--- config.mk ---
export PLATFORM = sky130hd
export DESIGN_NAME = serial_bank_switch_mapper_flat
export DESIGN_NICKNAME = d
export VERILOG_FILES = /design/src/rtl/sbsm_pkg.sv /design/src/rtl/sbsm_ifs.sv /design/src/rtl/sbsm_ctrl.sv /design/src/rtl/sbsm_dp.sv /design/src/rtl/serial_bank_switch_mapper.sv /design/src/flat_wrapper.sv
export SDC_FILE = /design/constraint.sdc
export NUM_CORES = 1
export LEC_CHECK = 0
export ABC_CLOCK_PERIOD_IN_PS = 2600
export BUFFER_PORTS_ARGS = -buffer_cell sky130_fd_sc_hd__buf_4
export CAP_MARGIN = 25
export CORE_MARGIN = 2
export CORE_UTILIZATION = 30
export CTS_BUF_LIST = sky130_fd_sc_hd__clkbuf_4 sky130_fd_sc_hd__clkbuf_8
export DETAILED_ROUTE_END_ITERATION = 16
export SLEW_MARGIN = 40
export SYNTH_ARGS = -nofsm -noshare
export SYNTH_HDL_FRONTEND = slang
export SYNTH_SLANG_ARGS = --single-unit
--- constraint.sdc ---
create_clock -name i_clk -period 2.6 [get_ports i_clk]
set_clock_uncertainty 0.15 [all_clocks]
set_input_delay 0.13 -clock i_clk [delete_from_list [all_inputs] [get_ports i_clk]]
set_output_delay 0.13 -clock i_clk [all_outputs]
set_load 0.005 [all_outputs]
--- src/rtl/sbsm_pkg.sv ---
// Shared types and constants for the serial bank switch mapper.
`default_nettype none

package sbsm_pkg;

    // Result target codes
    typedef enum logic [2:0] {
        TGT_NONE = 3'd0,
        TGT_CHR  = 3'd1,
        TGT_NT   = 3'd2,
        TGT_RAM  = 3'd3,
        TGT_ROM  = 3'd4,
        TGT_REG  = 3'd5
    } t_target;

    // Configuration register indexes (byte address / 4)
    typedef enum logic [1:0] {
        REG_CHR_COUNT   = 2'd0,
        REG_PRG_COUNT   = 2'd1,
        REG_RAM_PRESENT = 2'd2
    } t_reg_idx;

    // Mapper register picked by address bits 14..13
    typedef enum logic [1:0] {
        SEL_CONTROL = 2'd0,
        SEL_CHR0    = 2'd1,
        SEL_CHR1    = 2'd2,
        SEL_PRG     = 2'd3
    } t_map_sel;

    // Address regions, address bits 15..13 (4..7 are PRG ROM space)
    localparam logic [2:0] RGN_CHR = 3'd0;
    localparam logic [2:0] RGN_NT  = 3'd1;
    localparam logic [2:0] RGN_IO  = 3'd2;
    localparam logic [2:0] RGN_RAM = 3'd3;

    localparam int          CfgAddrW   = 4;
    localparam int          CfgDataW   = 32;
    localparam logic [5:0]  ShiftEmpty = 6'h20;
    localparam logic [5:0]  ChrCountRst = 6'd2;
    localparam logic [5:0]  PrgCountRst = 6'd2;
    localparam logic [4:0]  ChrHighRst  = 5'd1;

    // Remainder unit: one dividend bit per cycle
    localparam int          ModSteps = 5;
    localparam int          StepW    = $clog2(ModSteps);
    localparam logic [StepW-1:0] StepFirst = StepW'(ModSteps - 1);
    localparam logic [StepW-1:0] StepLast  = '0;

    typedef enum logic {
        ST_RUN = 1'b0,
        ST_MOD = 1'b1
    } t_state;

    // Controller to datapath
    typedef struct packed {
        logic latch;       // take input transfer into the item register
        logic exec;        // translate held item, update mapper, load result
        logic mod_step;    // advance remainder unit
        logic bank_write;  // write remainder into the selected bank register
    } t_cmd;

    // Datapath to controller
    typedef struct packed {
        logic needs_mod;   // held item completes a bank register load
    } t_stat;

endpackage

`default_nettype wire

--- src/rtl/sbsm_ifs.sv ---
// Valid/ready channel interfaces for bus accesses and translated results.
`default_nettype none

interface sbsm_in_if;
    logic        valid;
    logic        ready;
    logic        command;
    logic [15:0] address;
    logic [7:0]  write_data;

    modport source (output valid, command, address, write_data, input ready);
    modport sink   (input valid, command, address, write_data, output ready);
endinterface

interface sbsm_out_if;
    logic        valid;
    logic        ready;
    logic [2:0]  target;
    logic [18:0] offset;
    logic [1:0]  nametable_slot;
    logic [1:0]  mirroring;

    modport source (output valid, target, offset, nametable_slot, mirroring, input ready);
    modport sink   (input valid, target, offset, nametable_slot, mirroring, output ready);
endinterface

`default_nettype wire

--- src/rtl/sbsm_ctrl.sv ---
// Controller: item/result handshake and sequencing of bank remainder steps.
`default_nettype none

module sbsm_ctrl import sbsm_pkg::*; (
    input  wire logic  i_clk,
    input  wire logic  i_rst_n,
    input  wire logic  i_in_valid,
    output logic       o_in_ready,
    output logic       o_out_valid,
    input  wire logic  i_out_ready,
    input  wire t_stat i_stat,
    output t_cmd       o_cmd
);

    t_state           r_state, n_state;
    logic             r_pend, n_pend;
    logic             r_out_valid, n_out_valid;
    logic [StepW-1:0] r_step, n_step;

    always_ff @(posedge i_clk) begin
        if (!i_rst_n) begin
            r_state     <= ST_RUN;
            r_pend      <= 1'b0;
            r_out_valid <= 1'b0;
            r_step      <= StepFirst;
        end else begin
            r_state     <= n_state;
            r_pend      <= n_pend;
            r_out_valid <= n_out_valid;
            r_step      <= n_step;
        end
    end

    always_comb begin
        logic out_free;
        out_free    = !r_out_valid || i_out_ready;
        n_state     = r_state;
        n_step      = r_step;
        o_cmd       = '0;
        o_in_ready  = 1'b0;
        case (r_state)
            ST_RUN: begin
                o_cmd.exec = r_pend && out_free;
                o_in_ready = !r_pend || (o_cmd.exec && !i_stat.needs_mod);
                if (o_cmd.exec && i_stat.needs_mod) begin
                    n_state = ST_MOD;
                    n_step  = StepFirst;
                end
            end
            ST_MOD: begin
                o_cmd.mod_step = 1'b1;
                n_step         = r_step - 1'b1;
                if (r_step == StepLast) begin
                    o_cmd.bank_write = 1'b1;
                    n_state          = ST_RUN;
                end
            end
            default: begin
                n_state = ST_RUN;
            end
        endcase
        o_cmd.latch = i_in_valid && o_in_ready;
        n_pend      = o_cmd.latch ? 1'b1 : (o_cmd.exec ? 1'b0 : r_pend);
        n_out_valid = o_cmd.exec ? 1'b1 : (i_out_ready ? 1'b0 : r_out_valid);
    end

    assign o_out_valid = r_out_valid;

endmodule

`default_nettype wire

--- src/rtl/sbsm_dp.sv ---
// Datapath: config registers, mapper state, address translation, remainder unit.
`default_nettype none

module sbsm_dp import sbsm_pkg::*; (
    input  wire logic                i_clk,
    input  wire logic                i_rst_n,
    input  wire t_cmd                i_cmd,
    output t_stat                    o_stat,
    input  wire logic                i_in_command,
    input  wire logic [15:0]         i_in_address,
    input  wire logic [7:0]          i_in_write_data,
    input  wire logic                i_cfg_we,
    input  wire logic [1:0]          i_cfg_idx,
    input  wire logic [CfgDataW-1:0] i_cfg_wdata,
    output logic [CfgDataW-1:0]      o_cfg_rdata,
    output t_target                  o_target,
    output logic [18:0]              o_offset,
    output logic [1:0]               o_slot,
    output logic [1:0]               o_mirroring
);

    // held item
    logic        r_cmd;
    logic [15:0] r_addr;
    logic [7:0]  r_wdata;

    // configuration
    logic [5:0]  r_chr_cnt;
    logic [5:0]  r_prg_cnt;
    logic        r_ram;

    // mapper state
    logic [5:0]  r_shift, n_shift;
    logic [4:0]  r_control, n_control;
    logic [4:0]  r_chr_low, n_chr_low;
    logic [4:0]  r_chr_high, n_chr_high;
    logic [4:0]  r_prg_low, n_prg_low;

    // remainder unit
    logic [5:0]  r_div_rem;
    logic [4:0]  r_div_num;
    logic [5:0]  r_div_den;
    t_map_sel    r_div_sel;

    // result register
    t_target     r_target, n_target;
    logic [18:0] r_offset, n_offset;
    logic [1:0]  r_slot, n_slot;

    logic [6:0]  div_trial;
    logic [5:0]  div_rem_nx;
    logic [4:0]  bank_val;
    logic [5:0]  sh_nx;
    logic [4:0]  load_v;
    t_map_sel    sel;
    logic        serial_wr;
    logic [5:0]  prg_last;

    assign sel       = t_map_sel'(r_addr[14:13]);
    assign serial_wr = r_cmd && r_addr[15];
    assign sh_nx     = {r_wdata[0], r_shift[5:1]};
    assign load_v    = sh_nx[5:1];
    assign prg_last  = (r_prg_cnt == 6'd0) ? 6'd0 : (r_prg_cnt - 6'd1);

    assign o_stat.needs_mod = serial_wr && !r_wdata[7] && r_shift[1] && (sel != SEL_CONTROL);

    // restoring remainder step; a zero divisor leaves the dividend as is
    assign div_trial  = {r_div_rem, r_div_num[4]};
    assign div_rem_nx = (div_trial >= {1'b0, r_div_den}) ? 6'(div_trial - {1'b0, r_div_den})
                                                          : div_trial[5:0];
    assign bank_val   = div_rem_nx[4:0];

    always_ff @(posedge i_clk) begin
        if (i_cmd.latch) begin
            r_cmd   <= i_in_command;
            r_addr  <= i_in_address;
            r_wdata <= i_in_write_data;
        end
    end

    always_ff @(posedge i_clk) begin
        if (!i_rst_n) begin
            r_chr_cnt <= ChrCountRst;
            r_prg_cnt <= PrgCountRst;
            r_ram     <= 1'b1;
        end else if (i_cfg_we) begin
            case (t_reg_idx'(i_cfg_idx))
                REG_CHR_COUNT:   r_chr_cnt <= i_cfg_wdata[5:0];
                REG_PRG_COUNT:   r_prg_cnt <= i_cfg_wdata[5:0];
                REG_RAM_PRESENT: r_ram     <= i_cfg_wdata[0];
                default: begin
                end
            endcase
        end
    end

    always_comb begin
        case (t_reg_idx'(i_cfg_idx))
            REG_CHR_COUNT:   o_cfg_rdata = {{(CfgDataW-6){1'b0}}, r_chr_cnt};
            REG_PRG_COUNT:   o_cfg_rdata = {{(CfgDataW-6){1'b0}}, r_prg_cnt};
            REG_RAM_PRESENT: o_cfg_rdata = {{(CfgDataW-1){1'b0}}, r_ram};
            default:         o_cfg_rdata = '0;
        endcase
    end

    // translation of the held item and serial register update
    always_comb begin
        n_target   = TGT_NONE;
        n_offset   = '0;
        n_slot     = '0;
        n_shift    = r_shift;
        n_control  = r_control;
        n_chr_low  = r_chr_low;
        n_chr_high = r_chr_high;
        n_prg_low  = r_prg_low;
        if (i_cmd.exec) begin
            case (r_addr[15:13])
                RGN_CHR: begin
                    n_target = TGT_CHR;
                    n_offset = {2'b00, (r_addr[12] ? r_chr_high : r_chr_low), r_addr[11:0]};
                end
                RGN_NT: begin
                    n_target = TGT_NT;
                    n_offset = {9'd0, r_addr[9:0]};
                    n_slot   = r_addr[11:10];
                end
                RGN_IO: begin
                    n_target = TGT_NONE;
                end
                RGN_RAM: begin
                    if (r_ram) begin
                        n_target = TGT_RAM;
                        n_offset = {6'd0, r_addr[12:0]};
                    end
                end
                default: begin
                    if (r_cmd) begin
                        n_target = TGT_REG;
                        if (r_wdata[7]) begin
                            n_shift = ShiftEmpty;
                        end else if (sh_nx[0]) begin
                            n_shift = ShiftEmpty;
                            if (sel == SEL_CONTROL) begin
                                n_control = load_v;
                            end
                        end else begin
                            n_shift = sh_nx;
                        end
                    end else begin
                        n_target = TGT_ROM;
                        n_offset = {(r_addr[14] ? prg_last[4:0] : r_prg_low), r_addr[13:0]};
                    end
                end
            endcase
        end
        if (i_cmd.bank_write) begin
            case (r_div_sel)
                SEL_CHR0: begin
                    n_chr_low = bank_val;
                    if (!r_control[4]) begin
                        n_chr_high = bank_val + 5'd1;
                    end
                end
                SEL_CHR1: begin
                    if (r_control[4]) begin
                        n_chr_high = bank_val;
                    end
                end
                SEL_PRG: n_prg_low = bank_val;
                default: begin
                end
            endcase
        end
    end

    always_ff @(posedge i_clk) begin
        if (!i_rst_n) begin
            r_shift    <= ShiftEmpty;
            r_control  <= '0;
            r_chr_low  <= '0;
            r_chr_high <= ChrHighRst;
            r_prg_low  <= '0;
        end else begin
            r_shift    <= n_shift;
            r_control  <= n_control;
            r_chr_low  <= n_chr_low;
            r_chr_high <= n_chr_high;
            r_prg_low  <= n_prg_low;
        end
    end

    always_ff @(posedge i_clk) begin
        if (i_cmd.exec) begin
            r_target  <= n_target;
            r_offset  <= n_offset;
            r_slot    <= n_slot;
            // remainder unit setup; only used when the item completes a bank load
            r_div_rem <= '0;
            r_div_sel <= sel;
            r_div_num <= (sel == SEL_CHR0 && !r_control[4]) ? {load_v[4:1], 1'b0} : load_v;
            r_div_den <= (sel == SEL_PRG) ? r_prg_cnt : r_chr_cnt;
        end else if (i_cmd.mod_step) begin
            r_div_rem <= div_rem_nx;
            r_div_num <= {r_div_num[3:0], 1'b0};
        end
    end

    assign o_target    = r_target;
    assign o_offset    = r_offset;
    assign o_slot      = r_slot;
    assign o_mirroring = r_control[1:0];

endmodule

`default_nettype wire

--- src/rtl/serial_bank_switch_mapper.sv ---
// Top level of the serial bank switch mapper: controller, datapath, ports.
//
//  channel  | dir | handshake      | payload
//  ---------+-----+----------------+-------------------------------------------
//  in_ch    | in  | valid / ready  | command, address, write_data
//  out_ch   | out | valid / ready  | target, offset, nametable_slot, mirroring
//  APB      | in  | psel / penable | paddr[3:2] register, pwdata, prdata
//
// One result per bus access. Plain accesses stream at one transfer per cycle while
// the output is ready: the held item is translated into the output register while
// the next transfer is taken in.
// A fifth serial write that loads a CHR or PRG bank holds input ready low
// through its translation and every remainder step (one dividend bit per cycle).
// A stalled output holds its result; one more item waits in the item register.
// Synchronous active-low reset: shift register empty, banks and config at reset.
`default_nettype none

module serial_bank_switch_mapper import sbsm_pkg::*; (
    input  wire logic                i_clk,
    input  wire logic                i_rst_n,
    sbsm_in_if.sink                  in_ch,
    sbsm_out_if.source               out_ch,
    input  wire logic                psel,
    input  wire logic                penable,
    input  wire logic                pwrite,
    input  wire logic [CfgAddrW-1:0] paddr,
    input  wire logic [CfgDataW-1:0] pwdata,
    output logic [CfgDataW-1:0]      prdata,
    output logic                     pready
);

    t_cmd    cmd;
    t_stat   stat;
    t_target target;
    logic    cfg_we;

    assign pready = 1'b1;
    // config write completes on the access phase
    assign cfg_we = psel && penable && pwrite && pready;

    sbsm_ctrl u_ctrl (
        .i_clk       (i_clk),
        .i_rst_n     (i_rst_n),
        .i_in_valid  (in_ch.valid),
        .o_in_ready  (in_ch.ready),
        .o_out_valid (out_ch.valid),
        .i_out_ready (out_ch.ready),
        .i_stat      (stat),
        .o_cmd       (cmd)
    );

    sbsm_dp u_dp (
        .i_clk           (i_clk),
        .i_rst_n         (i_rst_n),
        .i_cmd           (cmd),
        .o_stat          (stat),
        .i_in_command    (in_ch.command),
        .i_in_address    (in_ch.address),
        .i_in_write_data (in_ch.write_data),
        .i_cfg_we        (cfg_we),
        .i_cfg_idx       (paddr[3:2]),
        .i_cfg_wdata     (pwdata),
        .o_cfg_rdata     (prdata),
        .o_target        (target),
        .o_offset        (out_ch.offset),
        .o_slot          (out_ch.nametable_slot),
        .o_mirroring     (out_ch.mirroring)
    );

    assign out_ch.target = target;

`ifndef SYNTHESIS
    // a new result appears only from a translation
    a_rise_from_exec: assert property (@(posedge i_clk) disable iff (!i_rst_n)
        $rose(out_ch.valid) |-> $past(cmd.exec))
        else $error("result valid without translation");

    // no transfer taken while a bank remainder is in progress
    a_no_accept_in_mod: assert property (@(posedge i_clk) disable iff (!i_rst_n)
        cmd.mod_step |-> !in_ch.ready)
        else $error("input ready during bank remainder");

    // a bank load completion starts the remainder unit next cycle
    a_mod_follows: assert property (@(posedge i_clk) disable iff (!i_rst_n)
        (cmd.exec && stat.needs_mod) |=> cmd.mod_step)
        else $error("bank load did not start remainder unit");

    // translation never runs while the result register is blocked
    a_exec_free: assert property (@(posedge i_clk) disable iff (!i_rst_n)
        cmd.exec |-> (!out_ch.valid || out_ch.ready))
        else $error("result overwritten while stalled");
`endif

endmodule

`default_nettype wire

--- src/flat_wrapper.sv ---
// flat-port wrapper written by rule: the top's interface ports become plain ports
module serial_bank_switch_mapper_flat import sbsm_pkg::*;
  (i_clk, i_rst_n, psel, penable, pwrite, paddr, pwdata, prdata, pready, in_ch_valid, in_ch_command, in_ch_address, in_ch_write_data, in_ch_ready, out_ch_valid, out_ch_target, out_ch_offset, out_ch_nametable_slot, out_ch_mirroring, out_ch_ready);
  sbsm_in_if in_ch_i ();
  sbsm_out_if out_ch_i ();
  input  wire logic i_clk;
  input  wire logic i_rst_n;
  input  wire logic psel;
  input  wire logic penable;
  input  wire logic pwrite;
  input  wire logic [CfgAddrW-1:0] paddr;
  input  wire logic [CfgDataW-1:0] pwdata;
  output logic [CfgDataW-1:0] prdata;
  output logic pready;
  input wire logic [$bits(in_ch_i.valid)-1:0] in_ch_valid;
  input wire logic [$bits(in_ch_i.command)-1:0] in_ch_command;
  input wire logic [$bits(in_ch_i.address)-1:0] in_ch_address;
  input wire logic [$bits(in_ch_i.write_data)-1:0] in_ch_write_data;
  output wire logic [$bits(in_ch_i.ready)-1:0] in_ch_ready;
  output wire logic [$bits(out_ch_i.valid)-1:0] out_ch_valid;
  output wire logic [$bits(out_ch_i.target)-1:0] out_ch_target;
  output wire logic [$bits(out_ch_i.offset)-1:0] out_ch_offset;
  output wire logic [$bits(out_ch_i.nametable_slot)-1:0] out_ch_nametable_slot;
  output wire logic [$bits(out_ch_i.mirroring)-1:0] out_ch_mirroring;
  input wire logic [$bits(out_ch_i.ready)-1:0] out_ch_ready;
  assign in_ch_i.valid = in_ch_valid;
  assign in_ch_i.command = in_ch_command;
  assign in_ch_i.address = in_ch_address;
  assign in_ch_i.write_data = in_ch_write_data;
  assign in_ch_ready = in_ch_i.ready;
  assign out_ch_valid = out_ch_i.valid;
  assign out_ch_target = out_ch_i.target;
  assign out_ch_offset = out_ch_i.offset;
  assign out_ch_nametable_slot = out_ch_i.nametable_slot;
  assign out_ch_mirroring = out_ch_i.mirroring;
  assign out_ch_i.ready = out_ch_ready;
  serial_bank_switch_mapper u_core (.i_clk(i_clk), .i_rst_n(i_rst_n), .in_ch(in_ch_i), .out_ch(out_ch_i), .psel(psel), .penable(penable), .pwrite(pwrite), .paddr(paddr), .pwdata(pwdata), .prdata(prdata), .pready(pready));
endmodule
==> reports/summary.md <==
## Global route
- **number of global-route vias before repair** 3,408
- **largest net degree at the start of global routing** 44
- **initial antenna violation count** 0
- **global-route wire length before repair** 16,710 um
- **combined global-route utilization of all metal layers** 11.86%
- **total overflow reported by the global router** 0

## Worst setup path
- **cell breakdown of the critical path** inv_1 > ha_1 > fa_1 > or3_1 > mux2i_4 > nand3_1 > xor2_1 > o22ai_1
- **Data arrival, critical path** 2.58 ns
- **dominant delay contributor by cell family on the critical path** adder cells
- **slowest stage cell on the critical path** sky130_fd_sc_hd__fa_1
- **endpoint class of the critical path** flop
- **Required @ worst endpoint** 2.72 ns
- **setup slack on the worst flop-to-flop path** 0.14 ns
- **biggest cell delay along the critical path** 0.46 ns
- **class of the most critical setup path** flop to flop
- **nature of the critical path startpoint** flop
- **Buf/Inv on CP** 1
- **Worst Path Max Fanout** 3

## Timing
- **worst slew slack as a fraction of its limit** 54.44%
- **pin slew with the least headroom to its limit** 0.6804 ns
- **Hold Violations, Final** 0
- **minimum hold slack** 0.1021 ns
- **number of setup violations in the final report** 0
- **post-route setup slack** 0.1444 ns
- **max-slew violation count** 0
- **Final Cycle Share** 94.44%
- **highest attainable clock frequency** 407.2 MHz
- **final critical path time including I/O delays and setup** 2.456 ns

## Logic synthesis
- **share of synthesized registers carrying an async set or reset** 0%
- **combined area of all synthesized cells** 4927 um2
- **Post-synth EDFFs** 56
- **sequential fraction of the synthesis area** 53.63%
- **Unique masters post-synth** 60
- **flops & latches, synth** 104
- **cell count after synthesis** 442
- **synthesized area divided by synthesized cell count** 11.15 um2
- **Ys Warns** 0
- **prevailing post-synth register cell** sky130_fd_sc_hd__edfxtp_1

## Final layout
- **area added between synthesis and finish** 24.25%
- **proportion of layout cells with a drive suffix above 1** 21.45%
- **highest-count cells in the layout ignoring fill and taps** sky130_fd_sc_hd__buf_4, sky130_fd_sc_hd__edfxtp_1, sky130_fd_sc_hd__dfxtp_1, sky130_fd_sc_hd__mux2i_1, sky130_fd_sc_hd__nand2_1
- **Post-layout nets** 624
- **number of non-filler instances in the completed layout** 766
- **commonest non-fill, non-tap cell in the layout** sky130_fd_sc_hd__buf_4
- **count of inserted antenna diode cells** 0

## Drt
- **initial detailed-routing violation count** 123
- **total wire length after detailed routing** 10,310 um
- **routed length per instance** 13.46 um
- **detail-routed via count per cell** 4.529
- **DRC errors left** 0
- **Via Count** 3,469
- **number of search-and-repair iterations in the first detailed-routing pass** 4
- **DRT antenna net count** 0

## Clocking
- **number of buffers created by CTS** 9
- **clock tree from TritonCTS** built
- **clock root buffer** sky130_fd_sc_hd__clkbuf_8
- **clock slew at the register clock pins of the worst setup and hold paths** 0.10 ns
- **H-tree level count** 3
- **clk sink count** 104
- **clock tree buffer depth** 2
- **Post CTS Setup Buffer Count** 0
- **clock network latency to the later pin of the worst-skew pair** 0.37 ns

## Die
- **Die ar.** 17,460 um2
- **row count** 46
- **Chip Height** 132.2 um
- **core footprint** 15,940 um2
- **Die Width** 132.2 um
- **Top Ports** 129
- **effective utilization at floorplan** 30.91%

## Placed design
- **Post-Place Setup Slack** 0.1306 ns
- **# placed instances** 720
- **number of buffer cells added on primary ports** 67
- **final weighted congestion in routability-driven placement** 0.7732
- **DP Wirelength** 7516 um

## Power
- **total power** 3176 uW
- **maximum VDD drop** 0.3097 mV
- **power density over the cells** 518.8 nW/um2
- **standby leakage power** 0.002448 uW

## Run
- **reported max-cap violation count** 0

## Outcome
- **result of the run** finished clean

## Worst hold path
- **Hold Path Class** input port to flop

[sequential cells by signal, indices dropped and copies added (netlist names), 6 cells and up]
signal and cells:
u_core.u_dp.o_offset 19, u_core.u_dp.r_prg_cnt 6, u_core.u_dp.r_div_rem 6, u_core.u_dp.r_addr 16, u_core.u_dp.r_chr_cnt 6, u_core.u_dp.r_div_den 6
[logic make-up after synthesis]
group / Yosys count / synth area share, %
AO/OA/AOI/OAI: 70 / 9.827
AND/OR/NAND/NOR: 140 / 15.49
XOR/XNOR: 9 / 1.600
multiplexers: 43 / 9.015
adder cells (fa/ha/maj): 11 / 2.946
buffers and inverters: 63 / 7.339
flip-flops: 104 / 53.63
other: 2 / 0.1524
[final cells by class]
class	count	area, um2
fill	1582	9821
sequential	104	2643
multi-input combinational	300	2033
timing repair buffer	110	900.9
tap	216	270.3
clock buffer	11	138.9
inverter	20	80.08
clock inverter	5	56.30
[worst min-delay path, cell delays in order]
cell                       delay (ns)
sky130_fd_sc_hd__buf_4           0.16
sky130_fd_sc_hd__nor3b_2         0.13
sky130_fd_sc_hd__o211ai_1        0.16
[final timing paths]
kind                                   from                        end  depth (start not counted)
hold reg to reg   u_core.u_dp.r_chr_high[3]  u_core.u_dp.r_chr_high[3]                          2
hold / removal                     paddr[3]   u_core.u_dp.r_prg_cnt[1]                          3
setup reg to reg   u_core.u_dp.r_div_num[4]  u_core.u_dp.r_chr_high[4]                          8
setup / recovery   u_core.u_dp.r_div_num[4]  u_core.u_dp.r_chr_high[4]                          8
[metrics by stage]
stage	cell area (um2)	util, %	setup TNS, ns
2_1_floorplan	5021	-	0
3_3_place_gp	5610	35.19	0
3_5_place_dp	5610	35.19	0
4_1_cts	6106	38.30	0
5_1_grt	6122	38.40	-0.005934
6_report	6122	38.40	0
[timing repair]
item,4_1_cts,5_1_grt
hold buffers,30,0
setup endpoints to repair,0,3
endpoints found under the hold margin,36,0
resized for setup,0,3
[routing by layer]
layer / global-route usage, % / routed length (um) / vias to the layer above
met5: 0 / 0 / -
met4: 3.623 / 142 / 0
met1: 15.22 / 4816 / 1650
li1: - / - / 1714
met3: 2.922 / 480 / 16
met2: 19.73 / 4870 / 89
[cells in the mapped netlist, types with 4 or more instances]
cell type / instances / area share, %
sky130_fd_sc_hd__edfxtp_1: 56 / 34
sky130_fd_sc_hd__dfxtp_1: 48 / 20
sky130_fd_sc_hd__mux2i_1: 34 / 6.9
sky130_fd_sc_hd__nand2_1: 31 / 2.4
sky130_fd_sc_hd__buf_4: 29 / 4.4
sky130_fd_sc_hd__nor2_1: 25 / 1.9
sky130_fd_sc_hd__nor2b_1: 24 / 3.0
sky130_fd_sc_hd__inv_1: 18 / 1.4
sky130_fd_sc_hd__o21ai_0: 16 / 1.6
sky130_fd_sc_hd__a21oi_1: 13 / 1.3
sky130_fd_sc_hd__nand3_1: 12 / 1.2
sky130_fd_sc_hd__and2_1: 11 / 1.4
sky130_fd_sc_hd__clkbuf_1: 10 / 0.76
sky130_fd_sc_hd__ha_1: 10 / 2.5
sky130_fd_sc_hd__mux2_2: 8 / 1.8
sky130_fd_sc_hd__nand2b_1: 7 / 0.89
sky130_fd_sc_hd__xor2_1: 7 / 1.2
sky130_fd_sc_hd__a21boi_0: 6 / 0.91
sky130_fd_sc_hd__a22oi_1: 6 / 0.91
sky130_fd_sc_hd__nor3_1: 5 / 0.51
sky130_fd_sc_hd__o22ai_1: 5 / 0.63
sky130_fd_sc_hd__nor3b_1: 4 / 0.61
sky130_fd_sc_hd__o211a_1: 4 / 0.81
[where the power goes]
group          switching, uW  leakage (uW)  internal [uW]  total [uW]
clock                    550      0.000102            468        1020
sequential              29.6      0.000930           1800        1830
combinational            164       0.00142            165         329
(Power assumes the default switching activity.)
